===== config.mk =====
export PLATFORM = sky130hd
export DESIGN_NAME = rmq_div
export DESIGN_NICKNAME = d
export VERILOG_FILES = /design/src/hw/rtl/rmq_div.sv
export SDC_FILE = /design/constraint.sdc
export NUM_CORES = 2
export LEC_CHECK = 0
export ABC_AREA = 0
export BUFFER_PORTS_ARGS = -buffer_cell sky130_fd_sc_hd__buf_2
export CORE_UTILIZATION = 45
export CTS_BUF_LIST = sky130_fd_sc_hd__clkbuf_4 sky130_fd_sc_hd__clkbuf_8
export CTS_CLUSTER_SIZE = 20
export DETAILED_ROUTE_END_ITERATION = 8
export PLACE_DENSITY = 0.59
export SYNTH_ARGS = -nofsm -noshare
export SYNTH_HDL_FRONTEND = slang
export SYNTH_SLANG_ARGS = --single-unit
export TNS_END_PERCENT = 50

===== constraint.sdc =====
create_clock -name aclk -period 3.12 [get_ports aclk]
set_input_delay 0.624 -clock aclk [delete_from_list [all_inputs] [get_ports aclk]]
set_output_delay 0.624 -clock aclk [all_outputs]
set_load 0.03 [all_outputs]

===== src/hw/rtl/rmq_div.sv =====
module rmq_div #(
    parameter int W = 16
) (
    input  logic           aclk,
    input  logic           en,
    input  logic [W:0]     mag,
    input  logic [W-1:0]   root,
    output logic [2*W-2:0] quo
);

    localparam int NW = 2 * W - 1;

    logic [W:0]    rem_w [0:NW];
    logic [W:0]    den_w [0:NW];
    logic [NW-1:0] num_w [0:NW];
    logic [NW-1:0] quo_w [0:NW];
    logic [NW-1:0] num_reg;
    logic [W:0]    den_reg;

    // Prepare the dividend with the rounding term and the doubled divisor.
    always_ff @(posedge aclk) begin
        if (en) begin
            num_reg <= {mag, {(W-2){1'b0}}} + NW'(root);
            den_reg <= {root, 1'b0};
        end
    end

    assign rem_w[0] = '0;
    assign den_w[0] = den_reg;
    assign num_w[0] = num_reg;
    assign quo_w[0] = '0;

    // Restoring division, one quotient bit per stage.
    for (genvar g = 0; g < NW; g++) begin : g_stage
        logic [W+1:0]  cur;
        logic [W:0]    rem_reg;
        logic [W:0]    den_reg_s;
        logic [NW-1:0] num_reg_s;
        logic [NW-1:0] quo_reg;

        assign cur = {rem_w[g], num_w[g][NW-1]};

        always_ff @(posedge aclk) begin
            if (en) begin
                if (cur >= {1'b0, den_w[g]}) begin
                    rem_reg <= (W+1)'(cur - {1'b0, den_w[g]});
                    quo_reg <= {quo_w[g][NW-2:0], 1'b1};
                end else begin
                    rem_reg <= cur[W:0];
                    quo_reg <= {quo_w[g][NW-2:0], 1'b0};
                end
                den_reg_s <= den_w[g];
                num_reg_s <= {num_w[g][NW-2:0], 1'b0};
            end
        end

        assign rem_w[g+1] = rem_reg;
        assign den_w[g+1] = den_reg_s;
        assign num_w[g+1] = num_reg_s;
        assign quo_w[g+1] = quo_reg;
    end

    assign quo = quo_w[NW];

endmodule


# After elaboration in Yosys (flattened, before gate mapping)

Index checks and enable logic that the tools add are counted.

Flip-flop bits (word level): 1998
Output and inout bits: 31

Add/sub/neg operators: 31
Magnitude comparators: 31
Muxes and demuxes: 61

Operators with widths:

| kind           | count |
|---|---|
| $ge 18x17->1   | 30 |
| $mux 17        | 29 |
| $sub 17x17->17 | 29 |
| $mux 1         | 32 |
| $add 31x16->31 | 1 |
| $ge 1x17->1    | 1 |
| $sub 1x17->17  | 1 |

# Depth between registers and ports, before layout

Word-level depth: 2
Depth in mapped cells: 13
Mapped depth without buffers: 11

# Least setup slack after synthesis

Ideal clock, no wire load.

Path kind: register to register
From: reg g_stage[8].rem_reg[8]
To: reg g_stage[9].rem_reg[10] (data pin)
Setup time: 262 ps
Arrival time: 2545 ps
Required time: 2858 ps
Setup slack: 313 ps
Stages on the path, launching flop included: 11
Period minus slack after synthesis: 2807 ps
Cell sequence: edfxtp_1 -> ha_1 -> a21oi_4 -> o21ai_1 -> a221o_1 -> a21oi_2 -> a21oi_1 -> o21a_1 -> nor3_4 -> buf_6 -> mux2_1

Cells in the longest elaborated chain, start to end: 2
Elaborated cells between the ends (all ways): 3

RTL lines:

| element                                               | RTL line | RTL |
|---|---|---|
| start, declared                                       | 36       | `logic [W:0] rem_reg;` |
| start signal, assigned                                | 46       | `rem_reg <= (W+1)'(cur - {1'b0, den_w[g]});` |
| start signal, assigned                                | 49       | `rem_reg <= cur[W:0];` |
| $sub 17x17->17 / $ge 18x17->1 (equally long branches) | 46, 45   |  |
| $mux 17 *                                             | 45       | `if (cur >= {1'b0, den_w[g]}) begin` |
| end signal, assigned                                  | 46       |  |
| end signal, assigned                                  | 49       |  |
| end, declared                                         | 36       |  |

Mark *: on every way between the ends. The rest lies on a longest branch, timed or not.
A chain may end at the register's enable or synchronous reset.

==> summary.txt <==
Layout Cells excl Fill -> 8793
Tcrit/Tclk final -> 96.6%
Via density -> 5.21
Final Hold Vio Count -> 0
Post-synthesis compound-gate area fraction -> 10.1%
Rel. slew slack -> 38.1%
Leakage -> 34.9 nW
Synth cell types -> 90
First-pass GRT wire length -> 242 mm
Mapped Avg Cell Area -> 13.5 um^2
Flip-flop count of the largest register after layout -> 510
CTS clk-pin slew, worst paths -> 0.06 ns
Yosys reg bits -> 1642
Placer Congestion -> 0.879
Synth warn -> 0
Post-Synth Simple-Gate Area -> 6.76%
Async set or reset register ratio after synthesis -> 0%
Max-cap violations -> 0
DRC -> 0
Synthesized Nets -> 6374
Status -> finished clean
Buf/Inv on CP -> 2
Setup TNS -> 0 ns
Placed insts -> 8269
Max Root-Sink Buffers -> 4
Post-Syn Instances -> 5827
Pwr Density -> 953 mW/mm^2
Later-pin clock latency in the skew report -> 1.00 ns
Area share of the largest cell type after synthesis -> 62.8%
Dpl cell area -> 0.0831 mm^2
Num rows -> 152
Total gr overflow -> 0
CTS sink count -> 1642
Ratio of cells with drive above 1 in the final layout -> 15.1%
Main combinational cell family by area after synthesis -> compound AO/OA/AOI/OAI gates
Worst EP required -> 3.83 ns
Largest net degree at the start of global routing -> 117
Primary FF master, synth -> edfxtp_1
Post-synthesis cell area -> 0.0785 mm^2
Fin area -> 0.0888 mm^2
Worst Hold Class -> primary input to flip-flop
Global Route Usage Sum -> 17.3%
CTS tree -> built
Seq/Total Area, Yosys -> 62.8%
Initial antenna violation count -> 3
Measured slew at the worst slew-check pin -> 0.928 ns
Die area -> 0.176 mm^2
Shortest period the worst path allows -> 3.01 ns
Final ANT Viol Nets -> 0
DP Worst Slack -> 0.0359 ns
CP Class -> flip-flop to flip-flop
Crit. End Element -> flip-flop
Slowest-stage cell, CP -> edfxtp_1
Hold WS -> 0.164 ns
Peak VDD IR -> 0.000463 V
Top post-synthesis cells by area -> edfxtp_1 63%, ha_1 7.7%, mux2_2 3.7%
Pre-antenna DRT Iters -> 6
Core Region -> 0.172 mm^2
DR iter-0 viols -> 2736
Mux cell area share after synthesis -> 4.68%
FMAX -> 0.332 GHz
Critical path arrival -> 3.72 ns
Endpoints failing setup -> 0
Die width -> 420 um
Wire per inst -> 17.3 um
Leading area contributor after synthesis -> edfxtp_1
Area growth syn-to-layout -> 13.1%
Synthesized-area fraction occupied by adder cells -> 8.44%
Die height -> 420 um
IO buf count -> 65
Count of flip-flops with a built-in enable after synthesis -> 1642
Htree depth -> 5
XOR/XNOR share of the synthesized area -> 3.91%
Fillers -> 14800
Crit Path Max Fanout -> 11
Max Slew Vio Count -> 0
Slowest Stage Delay on Critical Path -> 0.47 ns
Total power -> 84.6 mW
CP cell instances -> inv_1, ha_1, nor2b_1, o31ai_1, a21oi_1, nor2_1, a21o_1, a31oi_1, nor3_4, buf_4, mux2_2
Worst setup margin -> 0.107 ns
Vias -> 45800
I/O Pins -> 66
Placed wire-length estimate -> 108 mm
Element type at the critical path start -> flip-flop
Number of nets in the layout -> 6841
Final wirelength -> 152 mm
RSZ-0062 raised after global routing -> yes
Clock root buffer -> clkbuf_8
Via count of the first global-routing pass -> 46100
CP delay by family, top -> compound AO/OA/AOI/OAI gates
Initial Utilization -> 45.5%
Layout Skew -> 0.0588 ns
Final core occ -> 51.5%
Total CTS buffers -> 295
cell families (layout without fill, tap and decap cells):
group / after synthesis / after routing
other: 0 / 4
AND/OR/NAND/NOR: 1077 / 1077
flip-flops: 1642 / 1642
buffers and inverters: 677 / 1329
adder cells (fa/ha/maj): 512 / 512
AO/OA/AOI/OAI: 1244 / 1244
multiplexers: 324 / 324
XOR/XNOR: 351 / 351
area by class of cell:
class / count / area, um^2 / area share, %
Inverter: 589 / 2210 / 2.49
Multi-Input combinational cell: 3508 / 26700 / 30.1
Antenna cell: 4 / 10.0 / 0.0113
Sequential cell: 1642 / 49300 / 55.5
Clock buffer: 383 / 4750 / 5.35
Clock inverter: 99 / 541 / 0.609
Timing Repair Buffer: 258 / 2380 / 2.69
Tap cell: 2310 / 2890 / 3.25
worst reg2reg max path, stage by stage (launching register included):
cell,delay [ns]
edfxtp_1,0.47
inv_1,0.09
ha_1,0.23
nor2b_1,0.14
o31ai_1,0.31
a21oi_1,0.19
nor2_1,0.27
a21o_1,0.17
a31oi_1,0.12
nor3_4,0.14
buf_4,0.24
mux2_2,0.36
placed cells by master (no fill, tap or decap), types with 26 or more instances in the layout:
cell	count
buf_4	115
a21oi_1	360
nand2_1	278
edfxtp_1	1642
buf_12	41
clkbuf_8	300
a31oi_1	29
nor3_1	56
xnor2_1	205
nor2b_1	92
clkbuf_4	83
clkinv_2	27
nor4_1	26
nand3_1	65
nand2b_1	55
o21a_1	90
mux2_2	260
clkinv_1	62
and3_1	35
a211oi_1	27
dlygate4sd3_1	38
nor2_1	299
mux2i_1	37
xor2_1	146
inv_1	586
o31a_1	34
buf_2	64
nand4_1	64
a21o_1	144
fa_1	30
o21ai_0	314
ha_1	481
cell usage after synthesis, drive strengths merged (8+ instances only):
cell type / number
nand2b: 58
a31oi: 33
o31a: 34
o211ai: 16
and4: 8
inv: 588
a211oi: 31
nor2b: 92
a211o: 9
ha: 482
nor3b: 16
o21a: 90
xnor2: 205
mux2: 287
a41oi: 12
or2: 10
or3: 11
nand4: 64
edfxtp: 1642
nand3: 65
fa: 30
a21o: 144
nand2: 278
nor4: 26
nand3b: 8
xor2: 146
o31ai: 21
a21boi: 23
nor3: 59
a2111oi: 18
o21bai: 16
buf: 32
and2: 18
nor2: 299
and3: 35
a21oi: 365
clkbuf: 56
nand4b: 15
mux2i: 37
o22ai: 14
o21ai: 337
power by group:
group	switching (mW)	internal, mW	total, mW
Sequential	2.63	30.8	33.4
Clock	8.41	10.2	18.6
Combinational	17.0	15.6	32.6
final timing paths:
kind	cells past startpoint	from	slack, ns	to
worst min-delay path	4	mag[1]	0.16	num_reg[15]$_DFFE_PP_
worst min register to register	0	g_stage[24].quo_reg[5]$_DFFE_PP_	0.37	g_stage[25].quo_reg[6]$_DFFE_PP_
worst max-delay path	11	g_stage[10].num_reg_s[12]$_DFFE_PP_	0.11	g_stage[11].rem_reg[13]$_DFFE_PP_
worst max register to register	11	g_stage[10].num_reg_s[12]$_DFFE_PP_	0.11	g_stage[11].rem_reg[13]$_DFFE_PP_
per-layer routing:
layer	track usage (%)	part of all wire (%)	vias up
li1	-	-	22600
met1	22.1	45	22000
met2	29.2	48	865
met3	2.98	3.8	343
met4	6.67	3.3	2
met5	0	0.0086	-
repair_timing:
action / in CTS / in global routing
buffers inserted: 0 / 0
hold buffers: 38 / 0
pin swaps: 0 / 1
hold endpoints to repair: 34 / 0
endpoints found under the setup margin: 1 / 99
resized for setup: 1 / 17
Note: power is estimated with default switching activity, not from simulation.
