## src/hw/rtl/rmq_sqrt.sv

```systemverilog
module rmq_sqrt #(
    parameter int W = 16
) (
    input  logic         aclk,
    input  logic         en,
    input  logic [W:0]   rad,
    output logic [W-1:0] root
);

    logic [W+1:0]   rem_w  [0:W];
    logic [W-1:0]   root_w [0:W];
    logic [2*W-1:0] val_w  [0:W];

    // The radicand is scaled by the fraction bits before the root.
    assign rem_w[0]  = '0;
    assign root_w[0] = '0;
    assign val_w[0]  = {1'b0, rad, {(W-2){1'b0}}};

    // One result bit per stage, two radicand bits consumed per stage.
    for (genvar g = 0; g < W; g++) begin : g_stage
        logic [W+3:0]   cur;
        logic [W+3:0]   sub;
        logic [W+1:0]   rem_reg;
        logic [W-1:0]   root_reg;
        logic [2*W-1:0] val_reg;

        assign cur = {rem_w[g], val_w[g][2*W-1 -: 2]};
        assign sub = {2'b00, root_w[g], 2'b01};

        always_ff @(posedge aclk) begin
            if (en) begin
                if (cur >= sub) begin
                    rem_reg  <= (W+2)'(cur - sub);
                    root_reg <= {root_w[g][W-2:0], 1'b1};
                end else begin
                    rem_reg  <= cur[W+1:0];
                    root_reg <= {root_w[g][W-2:0], 1'b0};
                end
                val_reg <= {val_w[g][2*W-3:0], 2'b00};
            end
        end

        assign rem_w[g+1]  = rem_reg;
        assign root_w[g+1] = root_reg;
        assign val_w[g+1]  = val_reg;
    end

    assign root = root_w[W];

endmodule

```

## config.mk

```make
export PLATFORM = sky130hd
export DESIGN_NAME = rmq_sqrt
export DESIGN_NICKNAME = d
export VERILOG_FILES = /design/src/hw/rtl/rmq_sqrt.sv
export SDC_FILE = /design/constraint.sdc
export NUM_CORES = 1
export LEC_CHECK = 0
export CAP_MARGIN = 20
export CORE_UTILIZATION = 55
export CTS_CLUSTER_SIZE = 16
export DETAILED_ROUTE_END_ITERATION = 12
export DONT_BUFFER_PORTS = 1
export PLACE_DENSITY = 0.7
export SYNTH_ARGS = -nofsm -noshare
export SYNTH_HDL_FRONTEND = slang
export SYNTH_SLANG_ARGS = --single-unit
```

## constraint.sdc

```tcl
create_clock -name aclk -period 3.6 [get_ports aclk]
set_input_delay 0.36 -clock aclk [delete_from_list [all_inputs] [get_ports aclk]]
set_output_delay 0.36 -clock aclk [all_outputs]
set_load 0.01 [all_outputs]
```

# --- After elaboration in Yosys (flattened, before gate mapping) ---
# Index checks and enable logic that the tools add are counted.
classes:
  add_sub_neg: 15
  multipliers: 0
  div: 0
  n_lt_le_gt_ge: 16
  eq_ne: 0
  n_shift: 0
  muxes: 31
  bitwise_logic: 0
  reduce_logical: 0
ops:
  columns: ["op", "n"]
  rows:
  - ["2-to-1 mux 18 bit", 14]
  - [">= comparator 20 x 10 -> 1 bit", 1]
  - [">= comparator 20 x 11 -> 1 bit", 1]
  - [">= comparator 20 x 12 -> 1 bit", 1]
  - [">= comparator 20 x 13 -> 1 bit", 1]
  - [">= comparator 20 x 14 -> 1 bit", 1]
  - [">= comparator 20 x 15 -> 1 bit", 1]
  - [">= comparator 20 x 16 -> 1 bit", 1]
  - [">= comparator 20 x 17 -> 1 bit", 1]
  - [">= comparator 20 x 3 -> 1 bit", 1]
  - [">= comparator 20 x 4 -> 1 bit", 1]
  - [">= comparator 20 x 5 -> 1 bit", 1]
  - [">= comparator 20 x 6 -> 1 bit", 1]
  - [">= comparator 20 x 7 -> 1 bit", 1]
  - [">= comparator 20 x 8 -> 1 bit", 1]
  - [">= comparator 20 x 9 -> 1 bit", 1]
  - ["subtractor 18 x 10 -> 18 bit", 1]
  - ["subtractor 18 x 11 -> 18 bit", 1]
  - ["subtractor 18 x 12 -> 18 bit", 1]
  - ["subtractor 18 x 13 -> 18 bit", 1]
  - ["subtractor 18 x 14 -> 18 bit", 1]
  - ["subtractor 18 x 15 -> 18 bit", 1]
  - ["subtractor 18 x 16 -> 18 bit", 1]
  - ["subtractor 18 x 4 -> 18 bit", 1]
  - ["9 further kinds", 25]
totals:
  register_bits: 462
  latch_bits: 0
  ramBits: 0
  romBits: 0
  output_inout_bits: 16
  mem_count: 0

# --- Longest topological paths before layout ---
logic_depth:
  depth_word: 2
  depth_mapped: 11
  depth_no_buf: 9

# --- Worst setup path before layout ---
# OpenSTA, ideal clock, no wires.
synth_timing:
  kind: "flip-flop to flip-flop"
  start: "reg g_stage[13].rem_reg[0]"
  end: "reg g_stage[14].rem_reg[10] (data pin)"
  setup_ps: 260
  arrival_ps: 2771
  t_required_ps: 3340
  setup_slack_ps: 569
  path_stages_with_launch: 11
  n_path_buf: 2
  synth_period_minus_slack_ps: 3031
  cell_sequence: "edfxtp_1 > ha_1 > fa_1 > a211oi_1 > o21a_1 > nor2_1 > a21oi_1 > and2_1 > clkbuf_1 > buf_2 > mux2_2"
synth_via:
  elab_chain_cells: 2
synth_rtl:
  columns: ["item", "line", "rtl"]
  rows:
  - ["start, declared", "23", "logic [W+1:0] rem_reg;"]
  - ["start signal, assigned", "33", "rem_reg <= (W+2)'(cur - sub);"]
  - ["start signal, assigned", "36", "rem_reg <= cur[W+1:0];"]
  - ["subtractor 18 x 16 -> 18 bit / >= comparator 20 x 16 -> 1 bit (equally long branches)", "33, 32", null]
  - ["2-to-1 mux 18 bit *", "32", "if (cur >= sub) begin"]
  - ["end signal, assigned", "33", null]
  - ["end signal, assigned", "36", null]
  - ["end, declared", "23", null]
# Mark *: on every way between the ends. The rest lies on a longest branch, timed or not.
# A chain may end at the register's enable or synchronous reset.

# --- Final worst setup path ---
layout_timing:
  start: "reg g_stage[12].rem_reg[0]"
  end: "reg g_stage[13].rem_reg[9] (data pin)"
layout_via:
  elab_chain_cells: 2
layout_rtl:
  columns: ["item", "line"]
  rows:
  - ["start, declared", "23"]
  - ["start signal, assigned", "33"]
  - ["start signal, assigned", "36"]
  - ["subtractor 18 x 15 -> 18 bit / >= comparator 20 x 15 -> 1 bit (equally long branches)", "33, 32"]
  - ["2-to-1 mux 18 bit *", "32"]
# Marks and branches as above.

==> impl_results.md <==
* Largest net degree at the start of global routing at 442
* Longest Clk Path Bufs at 3
* RD Place Congestion at 0.851
* Num CTS Buffers at 47
* Netlist cell types at 69
* Post-Syn Area at 22400 sq um
* Leading area contributor after synthesis: edfxtp_1
* Initial core utilization at 56.1%
* R2R Setup Slk at 0.39 ns
* Grt ovf at 0
* Sequential share of power at 50.0%
* Die extent in x at 204 um
* Max reg flops at 233
* Final ANT Viol Nets at 0
* Cells after Synth at 1821
* Worst Setup End Kind: flop
* Total number of H-tree levels at 2
* Die area at 41500 sq um
* Worst-Margin Slew at 1.48 ns
* Final cell count without fillers at 2433
* Critical Path End: g_stage[13].rem_reg[9]$_DFFE_PP_
* Clock sink count at 441
* Fmax at 312 MHz
* Most frequent cells in the layout: 441 x edfxtp_1, 164 x inv_1, 138 x ha_1, 136 x nor2_1, 111 x a21oi_1
* Wire per inst at 16.7 um
* Final setup viols at 0
* CP max FO at 25
* Antenna violations before repair at 0
* Post-Route WL at 40500 um
* Post-cts sizing count at 0
* Comb pwr share at 15.4%
* Final slew viol count at 0
* Port Buffers at 0
* Clock Power Share at 34.6%
* Syn nets at 1984
* Routed vias at 13.7k
* PnR Total Power at 13600 uW
* Ant diodes at 0
* Switch share at 25.0%
* Most frequent CP cell: a21o_1
* Crit path max-delay family: compound AO/OA/AOI/OAI gates
* CTS tree: done
* Placeable Area at 39900 sq um
* I/O pin cnt at 35
* Slowest Stage Delay on Critical Path at 0.49 ns
* Setup bufs post-CTS at 0
* DRT iter0 DRCs at 901
* Hold WC Path Type: primary input to flop
* Met1 Use GR at 28.8%
* Worst r2r path cells at 7
* Commonest non-fill, non-tap cell in the layout: edfxtp_1
* Worst Path Buf+Inv at 0
* Busiest layer in global routing: met2
* Number of nets in the layout at 2037
* RR Startpoint: g_stage[12].rem_reg[0]$_SDFFCE_PP0P_
* Crit. path cell count at 7
* Internal power at 10200 uW
* Global-route track usage on met3 at 3.51%
* GR Util met2 at 31.2%
* Status: complete, no violations
* Dpl hpwl at 28400 um
* Ys async rst share at 0%
* Vias/cell at 5.63
* Critical path type: flop to flop
* Max-cap violations at 0
* Clock slew at reported path FFs at 0.06 ns
* Hold_buf cts at 17
* Post-synth EDFFs at 441
* Critical path, cell by cell: ha_1, fa_1, a21o_1, a221oi_1, a2bb2oi_1, a21o_1, mux2_2
* P_sw at 3400 uW
* First-pass GRT wire length at 65900 um
* Area contributors post-synth: edfxtp_1 59%, ha_1 7.7%, xor2_1 3.0%, xnor2_1 3.0%, inv_1 2.7%
* Post-synth top flop: edfxtp_1
* Worst skew pair latency at 0.57 ns
* Setup total negative slack at 0 ns
* RSZ-0062 raised after global routing: false
* Final min period at 3.21 ns
* Pwr Density at 551 nW/um^2
* Reg2Reg Capture Point: g_stage[13].rem_reg[9]$_DFFE_PP_
* Die Y at 204 um
* Final Hold Viols at 0
* Synth warn at 0
* Worst EP arrival at 3.52 ns
* Clock Skew at 0.0108 ns
* Drt first pass iters at 5
* Area Overhead vs Synth at 10.4%
* CP required at 3.91 ns
* Register area share after synthesis at 59.1%
* Drt drc at 0
* Rows at 73
* Synth Area per Inst at 12.3 sq um
* CP startpoint: g_stage[12].rem_reg[0]$_SDFFCE_PP0P_
* Peak VDD IR at 0.440 mV
* Total GRT Usage at 20.0%
* Top-area cell type share of the netlist area at 59.1%
* Clock Tree Root: clkbuf_16
* Synth Register Bits at 441
* Slowest cell on the critical path: a221oi_1
* Final Cycle Share at 89.1%
* Proportion of layout cells with a drive suffix above 1 at 7.81%
* CP Launch Type: flop
* Vias in the first global route at 13.1k
* Leak at 0.00955 uW
* Post-Place Cells at 2332
* Rel. slew slack at 1.19%
==> synthesized netlist by cell type, types with 18 or more instances <==
cell type,count
edfxtp_1,441
inv_1,164
ha_1,138
nor2_1,136
a21oi_1,111
nand2_1,102
o21ai_0,85
xor2_1,77
xnor2_1,76
nor3_1,52
mux2_2,48
a21o_1,40
nand3_1,40
nor4_1,34
a211oi_1,21
o21a_1,21
clkbuf_1,20
nand4_1,18
o31ai_1,18
==> worst register-to-register path, delay by kind of cell, from the launching register on <==
kind	cells	cell delay (ns)
fa+ha+maj	2	0.69
mux	1	0.40
compound gates	4	1.41
flops	1	0.47
==> layout make-up <==
cell class                 instances  area [sq um]
clock inverter                    22           235
clock buffer                      61          1270
tap                              525           657
multi-input combinational       1188          8440
inverter                         165           619
sequential                       441         13200
fill                            3074         15200
timing repair buffer              31           278
==> metal layers <==
metal | up-vias | routed length, um
met5 | - | 0
met2 | 247 | 18100
met1 | 6557 | 19700
met3 | 59 | 1880
met4 | 0 | 822
li1 | 6837 | -
==> metrics by stage <==
| step | util [%] | hold slack (ns) | instance area [sq um] | worst slack, ns |
|---|---|---|---|---|
| floorplan | - | 0.400 | 22400 | 0.569 |
| global placement | 57.8 | 0.401 | 23100 | 0.466 |
| detailed placement | 57.8 | 0.405 | 23100 | 0.374 |
| CTS | 62.0 | -0.0958 | 24700 | 0.363 |
| global route | 62.0 | -0.0949 | 24700 | 0.210 |
| finish | 62.0 | 0.0433 | 24700 | 0.393 |
==> worst min-delay path by stage <==
stage                                          start                          endpoint  slack [ns]  depth (start not counted)
detailed placement  g_stage[0].val_reg[29]$_DFFE_PP_  g_stage[1].val_reg[31]$_DFFE_PP_        0.40                          0
global placement    g_stage[3].val_reg[24]$_DFFE_PP_  g_stage[4].val_reg[26]$_DFFE_PP_        0.40                          0
floorplan           g_stage[0].val_reg[16]$_DFFE_PP_  g_stage[1].val_reg[18]$_DFFE_PP_        0.40                          0
finish                                            en  g_stage[1].val_reg[29]$_DFFE_PP_        0.04                          0
CTS                                               en  g_stage[0].val_reg[31]$_DFFE_PP_        -0.1                          0
global route                                      en  g_stage[1].val_reg[21]$_DFFE_PP_       -0.09                          0
==> power groups by stage <==
stage / clock, uW / combinational, uW / sequential, uW
2_1_floorplan: 0 / 1690 / 6740
3_3_place_gp: 0 / 2010 / 6900
3_5_place_dp: 0 / 2070 / 6910
4_1_cts: 4850 / 2100 / 6810
5_1_grt: 5010 / 2370 / 6880
6_report: 4720 / 2100 / 6820
==> cell families after synthesis <==
| logic type | synth area share (%) |
|---|---|
| AOI/OAI and AO/OA | 10.1 |
| xor gates and xnor gates | 5.98 |
| adders and majority gates | 8.24 |
| buffers and inverters | 3.29 |
| DFF | 59.1 |
| muxes | 2.66 |
| other | 0.0167 |
| and+or+nand+nor | 10.6 |
Power figures use the tool's default switching activity.
