===== config.mk =====
export PLATFORM = sky130hd
export DESIGN_NAME = rmq_front
export DESIGN_NICKNAME = d
export VERILOG_FILES = /design/src/hw/rtl/rmq_pkg.sv /design/src/hw/rtl/rmq_front.sv
export SDC_FILE = /design/constraint.sdc
export NUM_CORES = 1
export LEC_CHECK = 0
export BUFFER_PORTS_ARGS = -buffer_cell sky130_fd_sc_hd__buf_4
export CAP_MARGIN = 20
export CELL_PAD_IN_SITES_DETAIL_PLACEMENT = 0
export CELL_PAD_IN_SITES_GLOBAL_PLACEMENT = 1
export CORE_ASPECT_RATIO = 0.75
export CORE_UTILIZATION = 48
export CTS_CLUSTER_SIZE = 30
export DETAILED_ROUTE_END_ITERATION = 6
export GPL_TIMING_DRIVEN = 0
export PLACE_DENSITY_LB_ADDON = 0.1
export SYNTH_ARGS = -nofsm -noshare
export SYNTH_HDL_FRONTEND = slang
export SYNTH_SLANG_ARGS = --single-unit

===== constraint.sdc =====
create_clock -name aclk -period 10.9 [get_ports aclk]
set_input_delay 1.09 -clock aclk [delete_from_list [all_inputs] [get_ports aclk]]
set_output_delay 1.09 -clock aclk [all_outputs]
set_load 0.03 [all_outputs]

===== src/hw/rtl/rmq_pkg.sv =====
package rmq_pkg;

    // Which quaternion component takes the half root.
    localparam logic [1:0] SEL_X     = 2'd0;
    localparam logic [1:0] SEL_Y     = 2'd1;
    localparam logic [1:0] SEL_Z     = 2'd2;
    localparam logic [1:0] SEL_TRACE = 2'd3;

    // Control data that rides along the pipeline next to the arithmetic.
    typedef struct packed {
        logic [1:0] sel;
        logic [2:0] neg;
    } meta_t;

endpackage


===== src/hw/rtl/rmq_front.sv =====
module rmq_front #(
    parameter int W = 16
) (
    input  logic                 aclk,
    input  logic                 en,
    input  logic [9*W-1:0]       mat,
    output logic [W:0]           rad_reg,
    output logic [2:0][W:0]      mag_reg,
    output rmq_pkg::meta_t       meta_reg
);

    localparam int XW = W + 3;

    logic signed [XW-1:0] m [0:8];
    logic signed [XW-1:0] one;
    logic signed [XW-1:0] tr;
    logic signed [XW-1:0] rad;
    logic signed [XW-1:0] dii;
    logic signed [XW-1:0] n [0:2];
    logic [1:0]           idx;
    logic [1:0]           sel;
    logic [W:0]           rad_next;
    logic [2:0][W:0]      mag_next;
    logic [2:0]           neg_next;

    assign one = XW'(1) <<< (W - 2);

    // Sign-extend every element to a width where no sum can overflow.
    always_comb begin
        for (int e = 0; e < 9; e++) begin
            m[e] = XW'($signed(mat[e*W +: W]));
        end
    end

    // Trace test, pivot choice and the three numerators of each case.
    always_comb begin
        tr  = m[0] + m[4] + m[8];
        idx = 2'd0;
        if (m[4] > m[0]) begin
            idx = 2'd1;
        end
        if (m[8] > ((idx == 2'd1) ? m[4] : m[0])) begin
            idx = 2'd2;
        end
        if (tr > 0) begin
            sel  = rmq_pkg::SEL_TRACE;
            rad  = tr + one;
            n[0] = m[5] - m[7];
            n[1] = m[6] - m[2];
            n[2] = m[1] - m[3];
        end else begin
            case (idx)
                2'd0: begin
                    sel  = rmq_pkg::SEL_X;
                    dii  = m[0] - (m[4] + m[8]);
                    n[0] = m[5] - m[7];
                    n[1] = m[1] + m[3];
                    n[2] = m[2] + m[6];
                end
                2'd1: begin
                    sel  = rmq_pkg::SEL_Y;
                    dii  = m[4] - (m[8] + m[0]);
                    n[0] = m[6] - m[2];
                    n[1] = m[5] + m[7];
                    n[2] = m[3] + m[1];
                end
                default: begin
                    sel  = rmq_pkg::SEL_Z;
                    dii  = m[8] - (m[0] + m[4]);
                    n[0] = m[1] - m[3];
                    n[1] = m[6] + m[2];
                    n[2] = m[7] + m[5];
                end
            endcase
            rad = dii + one;
        end
        if (tr > 0) begin
            dii = '0;
        end
        rad_next = (rad <= 0) ? '0 : rad[W:0];
        for (int l = 0; l < 3; l++) begin
            neg_next[l] = n[l][XW-1];
            mag_next[l] = neg_next[l] ? (W+1)'(0) - n[l][W:0] : n[l][W:0];
        end
    end

    always_ff @(posedge aclk) begin
        if (en) begin
            rad_reg      <= rad_next;
            mag_reg      <= mag_next;
            meta_reg.sel <= sel;
            meta_reg.neg <= neg_next;
        end
    end

endmodule


# Yosys cells after proc, flatten, opt, wreduce, memory -nomap -nowiden
# Cells that the tools add are included.
# W data, S select, Z words.
word_totals:
  reg_bits: 73
  input_bits: 146
op_classes:
  n_addsub: 18
  order_cmp: 4
  eq_ne: 2
  muxes: 12
  n_reduce_logical: 1
op_table:
  columns: ["cell", "count"]
  rows:
  - ["$pmux W57 S2", 1]
  - ["$add A16 B16 Y17", 6]
  - ["$mux W19", 3]
  - ["$mux W57", 1]
  - ["$sub A16 B17 Y18", 3]
  - ["$mux W17", 3]
  - ["$sub A1 B17 Y17 const A", 3]
  - ["$sub A16 B16 Y17", 3]
  - ["$pmux W19 S2", 1]
  - ["$add A18 B16 Y19 const B", 1]
  - ["$add A19 B16 Y19 const B", 1]
  - ["$gt A16 B19 Y1", 1]
  - ["$le A19 B1 Y1 const B", 1]
  - ["$add A17 B16 Y18", 1]
  - ["$gt A18 B1 Y1 const B", 1]
  - ["$gt A16 B16 Y1", 1]
  - ["$eq A2 B1 Y1 const B", 2]
  - ["$pmux W2 S2", 1]
  - ["$logic_not A2 Y1", 1]
  - ["$mux W2", 1]
  - ["$mux W1", 1]

# Longest topological paths before layout
# Gate-level depths: netlist of the first run.
depth:
  ltp_word: 12
  mapped_depth: 33

# Worst setup path after synthesis of the first run
# OpenSTA, ideal clock, no wires.
synth_path:
  path_kind: "input port to flip-flop"
  startpoint: "in mat[13]"
  endpoint: "reg mag_reg[48] (netlist name) (data pin)"
  setup_time_ns: 0.269
  arrival_time_ns: 7.504
  slack_ns: 3.128
  path_stages: 30
  path_cell_list: "inv_1 -> ha_1 -> nand4_1 -> or4_1 -> a21oi_2 -> o41a_1 -> a211o_1 -> clkbuf_1 -> clkbuf_1 -> clkbuf_1 -> clkbuf_1 -> buf_1 -> nor2_1 -> a21oi_1 -> ha_1 -> a211oi_1 -> o21ai_0 -> o221a_2 -> o22ai_1 -> clkbuf_1 -> clkbuf_1 -> clkbuf_1 -> clkbuf_1 -> o22a_1 -> o22ai_1 -> inv_1 -> ha_1 -> nand2b_1 -> o31ai_1 -> xor2_1"
synth_lines:
  columns: ["item", "line", "source"]
  rows:
  - ["start, declared", "rmq_front.sv:6", "input logic [9*W-1:0] mat,"]
  - ["end signal, assigned", "rmq_front.sv:90", "mag_reg <= mag_next;"]
  - ["end, declared", "rmq_front.sv:8", "output logic [2:0][W:0] mag_reg,"]

# Worst setup path in the final report of the first run
layout_path:
  startpoint: "in mat[13]"
  endpoint: "reg rad_reg[13] (data pin)"
layout_via:
  elab_chain_cells: 12
  elab_cells_between_ends: 21
  classes_between: "8 x add/sub; 4 x order compare; 2 x eq/ne; 6 x mux; 1 x reduce/logical"
layout_lines:
  columns: ["item", "line", "source"]
  rows:
  - ["$gt A16 B16 Y1", "rmq_front.sv:39", "if (m[4] > m[0]) begin"]
  - ["$mux W1", "rmq_front.sv:39", null]
  - ["$eq A2 B1 Y1", "rmq_front.sv:42", "if (m[8] > ((idx == 2'd1) ? m[4] : m[0])) begin"]
  - ["$mux W19", "rmq_front.sv:42", null]
  - ["$gt A16 B19 Y1", "rmq_front.sv:42", null]
  - ["$mux W2", "rmq_front.sv:42", null]
  - ["$eq A2 B1 Y1 / $logic_not A2 Y1 (equally long branches)", "rmq_front.sv:52", "case (idx)"]
  - ["$pmux W19 S2", "rmq_front.sv:52", null]
  - ["$mux W19", "rmq_front.sv:45", "if (tr > 0) begin"]
  - ["$add A19 B16 Y19", "rmq_front.sv:75", "rad = dii + one;"]
  - ["$mux W19 (*)", "rmq_front.sv:45", null]
  - ["$le A19 B1 Y1", "rmq_front.sv:80", "rad_next = (rad <= 0) ? '0 : rad[W:0];"]
  - ["end signal, assigned", "rmq_front.sv:89", "rad_reg <= rad_next;"]
  - ["end, declared", "rmq_front.sv:7", "output logic [W:0] rad_reg,"]
# Every way passes the cells marked *; elsewhere a longest branch is shown, timed or not. The select of a mux whose other input is x is not followed.
# A chain may end at the register's enable or synchronous reset.

==> results.toml, run 1 <==
[cts]
cts_buffer_depth = 2
cts.sinks = 73
cts_hold_buf = 0
cts_tree = "done"
cts_setup_buffers = 0
cts_buffers = 9
clock-root-buffer = "clkbuf_16"
h-tree-depth = 3
clk_pin_slew_ps = 70

[routing]
vias = 16200
via_per_inst = 6.02
initialDrtViolationCount = 1870
wl_met1_um = 28400
wl_met3_um = 7310
wl_um = 58900
drc = 0
first_pass_iters = 6
top_layer = "met5"
wl_met2_um = 22000
routedWlPerCell_um = 21.9
ant_nets = 0

[sta]
fin_crit_ps = 10840
max_freq_ghz = 0.0923
slew_headroom = 0.283
hold_viol = 0
worst_slack_ps = 63.6
tns_ps = 0
slew_viol_final = 0
setup_viol = 0
finalCritPeriodShare = 0.994
timing.hold.ws_ps = 1400
tightestPinTransition_ps = 1060
rsz0062_at_grt = "false"

[finish]
largest_register_ffs = 51
nFillCells = 3083
finalCoreUtilization = 0.575
layout-drive-gt1-share = 0.143
synthToLayoutAreaGrowth_pct = 16.1
fin_area_um2 = 18200
num_antenna_cells = 0
final_cells = 2688
mostFrequentLayoutCells = "buf_4 (221), ha_1 (221), nor2_1 (201), inv_1 (197), a21oi_1 (151)"
nets = 2656

[worst_setup_path]
critPathMaxFanout = 10
cpPeakStageDelay_ps = 700
worst-path-buf-inv = 11
crit_cells = 28
cp.arrival_ps = 10900
crit_family = "buffers and inverters"
start_kind = "input pin"
critical_path.slowest_cell = "or4_1"
endpoint_kind = "register"
crit_path_end = "rad_reg[13]"
startpoint = "mat[13]"
crit_required_ps = 10970
path_class = "input pin to register"

[run]
cap_violations = 0

[power_and_ir_drop]
ir_drop_mv = 0.111
power.internal_mw = 1.54
seqPwrFrac = 0.158
power.leakage_nw = 8.25
clockPowerShare = 0.101
swShare = 0.533
p_per_area_nw_per_um2 = 181
p_sw_mw = 1.76
comb_power_share = 0.740
power_mw = 3.30

[logic_synthesis]
netlist.area_leader.share = 0.176
synthFlopType = "edfxtp_1"
async_reset_ff_frac = 0
synth_cells = 2018
yosysSeqAreaShare = 0.139
yosys.area.top_type = "ha_1"
synthDistinctLibCells = 90
synth_edf_count = 73
synth_seq_cells = 73
yosysWarnings = 0
synth_area_um2 = 15700
synth.top_cells.by_area = "ha_1 (18%), edfxtp_1 (14%), xnor2_1 (6.5%), fa_1 (5.2%), a21oi_1 (4.8%)"
synth_fp_nets = 2426
avgSynthCellArea_um2 = 7.79

[status]
outcome = "finished, final reports clean"

[global_routing]
grt_max_degree = 74
grt_use_total = 0.345
grt_pass1_wl_um = 87500
grt_pass1_vias = 14800
overflow = 0
antenna_found_initial = 1

[floorplanning]
initial_core_util = 0.495
core_um2 = 31700
die_h_um = 159
dieArea_um2 = 33500
rows = 56
die_w_um = 211
ioPinCount = 219

[hold_path]
hold_start = "mat[129]"
hold_path_class = "input pin to register"

[placed_design]
dp.final_hpwl_um = 49000
post-place-ws_ps = -1380
io_buffers = 218
place_inst = 2672
gp_congestion = 1.05
post_dp_cell_area_um2 = 17900
==> cell families (layout without fill, tap and decap cells) <==
logic type | after synthesis | in the layout | synth area share
compound gates | 588 | 588 | 0.254
xor+xnor | 179 | 179 | 0.0997
fa+ha+maj | 262 | 262 | 0.228
buf+inv | 285 | 520 | 0.0708
flops | 73 | 73 | 0.139
mux | 33 | 33 | 0.0217
simple gates | 598 | 598 | 0.187
==> synthesized netlist by cell type (9+ instances only) <==
master     count
nand3_1       39
a31oi_1       20
inv_1        197
or3_1         15
buf_2         20
and3_1        16
xor2_1        63
a2111oi_0     15
a211oi_1      29
nand2_1      131
fa_1          41
nor3b_1       12
nor4_1        13
ha_1         221
nor3_1        46
o21a_1        18
nand2b_1      34
a22oi_1       16
a21oi_1      151
o21ai_0      106
or2_2         13
o31ai_1       19
a211o_1        9
nor2_1       201
a21o_1        20
clkbuf_1      52
edfxtp_1      73
o21bai_1      24
buf_1         12
o22ai_1       14
xnor2_1      116
o211ai_1      27
a31o_2        11
nor2b_1       31
mux2i_1       25
==> power groups by stage <==
stage               Clock, mW  Sequential [mW]  Combinational (mW)
finish                  0.334            0.523                2.45
global route            0.345            0.531                2.60
CTS                     0.336            0.524                2.37
detailed placement          0            0.527                2.35
global placement            0            0.528                2.33
floorplan                   0            0.748                1.34
==> what timing repair did <==
action,CTS,global route
hold endpoints to repair,0,0
endpoints found under the setup margin,64,52
gates resized for setup,7,9
==> final cells by class <==
type | instances | area [um^2] | area share
Multi-Input combinational cell | 1660 | 12400 | 0.681
Sequential cell | 73 | 2190 | 0.120
Tap cell | 435 | 544 | 0.0298
Inverter | 197 | 739 | 0.0405
Timing Repair Buffer | 219 | 1640 | 0.0899
Buffer | 88 | 388 | 0.0213
Clock buffer | 10 | 229 | 0.0126
Clock inverter | 6 | 90.1 | 0.00494
==> how the worst min path moves through the flow <==
stage | end | slack (ps) | depth (start not counted)
global placement | meta_reg[0] | 1540 | 1
floorplan | mag_reg[0] | 1200 | 0
detailed placement | mag_reg[13] | 1540 | 1
CTS | rad_reg[1] | 1410 | 4
finish | rad_reg[1] | 1400 | 4
global route | mag_reg[34] | 1430 | 3
==> per-layer routing <==
layer / up-vias / global-route usage
li1: 7653 / -
met1: 7575 / 0.541
met2: 873 / 0.460
met3: 86 / 0.0943
met4: 2 / 0.0609
met5: - / 0
(Power assumes the default switching activity.)
==> run 2: changes to the inputs <==
--- a/config.mk
+++ b/config.mk
@@ -14,7 +14,8 @@
 export CTS_CLUSTER_SIZE = 30
 export DETAILED_ROUTE_END_ITERATION = 6
 export GPL_TIMING_DRIVEN = 0
-export PLACE_DENSITY_LB_ADDON = 0.1
+export PLACE_DENSITY = 0.95
+export SETUP_SLACK_MARGIN = 0.4
 export SYNTH_ARGS = -nofsm -noshare
 export SYNTH_HDL_FRONTEND = slang
 export SYNTH_SLANG_ARGS = --single-unit
==> results.toml, run 2 (same netlist as run 1, synthesis figures left out) <==
[status]
outcome = "finished with violations"
violations = "design-rule violations"

[global_routing]
grt_pass1_wl_um = 90300
grt_pass1_vias = 14900
grt_max_degree = 74
overflow = 0
antenna_found_initial = 1
grt_use_total = 0.358

[floorplanning]
die_h_um = 159
ioPinCount = 219
die_w_um = 211
initial_core_util = 0.495
core_um2 = 31700
rows = 56
dieArea_um2 = 33500

[worst_setup_path]
critPathMaxFanout = 10
endpoint_kind = "register"
path_class = "input pin to register"
crit_required_ps = 10930
start_kind = "input pin"
cp.arrival_ps = 10490

[cts]
cts_tree = "done"
cts_buffers = 9
cts_hold_buf = 0
clock-root-buffer = "clkbuf_16"
h-tree-depth = 3
clk_pin_slew_ps = 70
cts_buffer_depth = 2
cts_setup_buffers = 0
cts.sinks = 73

[finish]
mostFrequentLayoutCells = "buf_4 (221), ha_1 (221), nor2_1 (200), inv_1 (197), a21oi_1 (151)"
num_antenna_cells = 0
nets = 2656
largest_register_ffs = 51
synthToLayoutAreaGrowth_pct = 16.0
layout-drive-gt1-share = 0.146
final_cells = 2687
nFillCells = 3018

[run]
cap_violations = 0

[routing]
first_pass_iters = 7
via_per_inst = 6.05
drc = 1
initialDrtViolationCount = 1953
wl_um = 60900
vias = 16300
routedWlPerCell_um = 22.7
ant_nets = 0

[hold_path]
hold_path_class = "input pin to register"
whs_path_depth = 4
hold_start = "mat[129]"
whs_endpoint = "rad_reg[1]"

[sta]
slew_viol_final = 0
finalCritPeriodShare = 0.959
worst_slack_ps = 442
setup_viol = 0
max_freq_ghz = 0.0956
slew_headroom = 0.270
hold_viol = 0
rsz0062_at_grt = "false"
tns_ps = 0
fin_crit_ps = 10460
tightestPinTransition_ps = 1080

[power_and_ir_drop]
power.leakage_nw = 8.26
clockPowerShare = 0.091
ir_drop_mv = 0.150
comb_power_share = 0.751
p_sw_mw = 1.80
seqPwrFrac = 0.158
p_per_area_nw_per_um2 = 182
swShare = 0.542
power_mw = 3.32
power.internal_mw = 1.52

[placed_design]
gp_congestion = 1.05
dp.final_hpwl_um = 51200
place_inst = 2672
io_buffers = 218
post-place-ws_ps = -1310
-- run 2: cell count changes in the layout (fill, tap and decap cells not counted), sizes merged --
cell      before  now
buf          254  253
bufinv         2    1
clkbuf        63   64
clkinv         2    3
clkinvlp       1    0
-- run 2: final cells by class --
type,count,area (um^2),area share
flip-flops and latches,73,2190,0.120
inverters,197,739,0.0406
clock inverters,5,56.3,0.00309
clock buffers,10,229,0.0126
well taps,435,544,0.0298
multi-input cells,1660,12400,0.682
repair buffers,219,1640,0.0900
plain buffers,88,394,0.0216
-- run 2: power by group through the flow --
stage	Sequential [mW]	Clock, mW	Combinational [mW]
floorplan	0.748	0	1.34
global placement	0.528	0	2.35
detailed placement	0.530	0	2.39
CTS	0.526	0.302	2.40
global route	0.534	0.314	2.64
finish	0.525	0.301	2.49
-- run 2: critical path, stage by stage --
cell	delay [ps]
buf_4	130
inv_1	90
ha_1	390
nand4_1	290
or4_1	720
a21oi_2	300
o41a_1	320
a211o_1	240
clkbuf_2	420
clkbuf_2	400
clkbuf_2	400
clkbuf_2	340
clkbuf_2	350
nor2_1	70
a21oi_1	130
ha_1	250
and4_1	300
nand4_1	280
o221a_2	280
o22a_1	320
clkbuf_2	400
clkbuf_1	560
clkbuf_2	490
nand3_1	210
o211a_1	180
nor2_1	620
clkbuf_1	610
nor2_1	250
-- run 2: what timing repair did --
| item | 4_1_cts | 5_1_grt |
|---|---|---|
| gates resized for setup | 12 | 13 |
| endpoints found under the hold margin | 0 | 0 |
| endpoints found under the setup margin | 70 | 48 |
-- run 2: worst max path at each step --
stage	start	to	slack, ps	depth (start not counted)
2_1_floorplan	mat[13]	mag_reg[48]	3130	30
3_3_place_gp	mat[13]	rad_reg[15]	-1250	28
3_5_place_dp	mat[12]	rad_reg[15]	-1310	28
4_1_cts	mat[12]	rad_reg[9]	530	28
5_1_grt	mat[15]	rad_reg[15]	560	29
6_report	mat[12]	rad_reg[9]	440	28
-- run 2: layer usage --
layer / global-route usage / wire length, um
met1: 0.555 / 29700
met2: 0.479 / 23300
met4: 0.0530 / 732
met5: 0.0165 / 73
met3: 0.110 / 7160
-- run 2: metrics by stage --
step / area [um^2] / hold slack (ps) / utilization
2_1_floorplan: 15700 / 1200 / -
3_5_place_dp: 17900 / 1540 / 0.564
3_3_place_gp: 17900 / 1540 / 0.564
6_report: 18200 / 1400 / 0.575
5_1_grt: 18200 / 1470 / 0.575
4_1_cts: 18200 / 1410 / 0.574
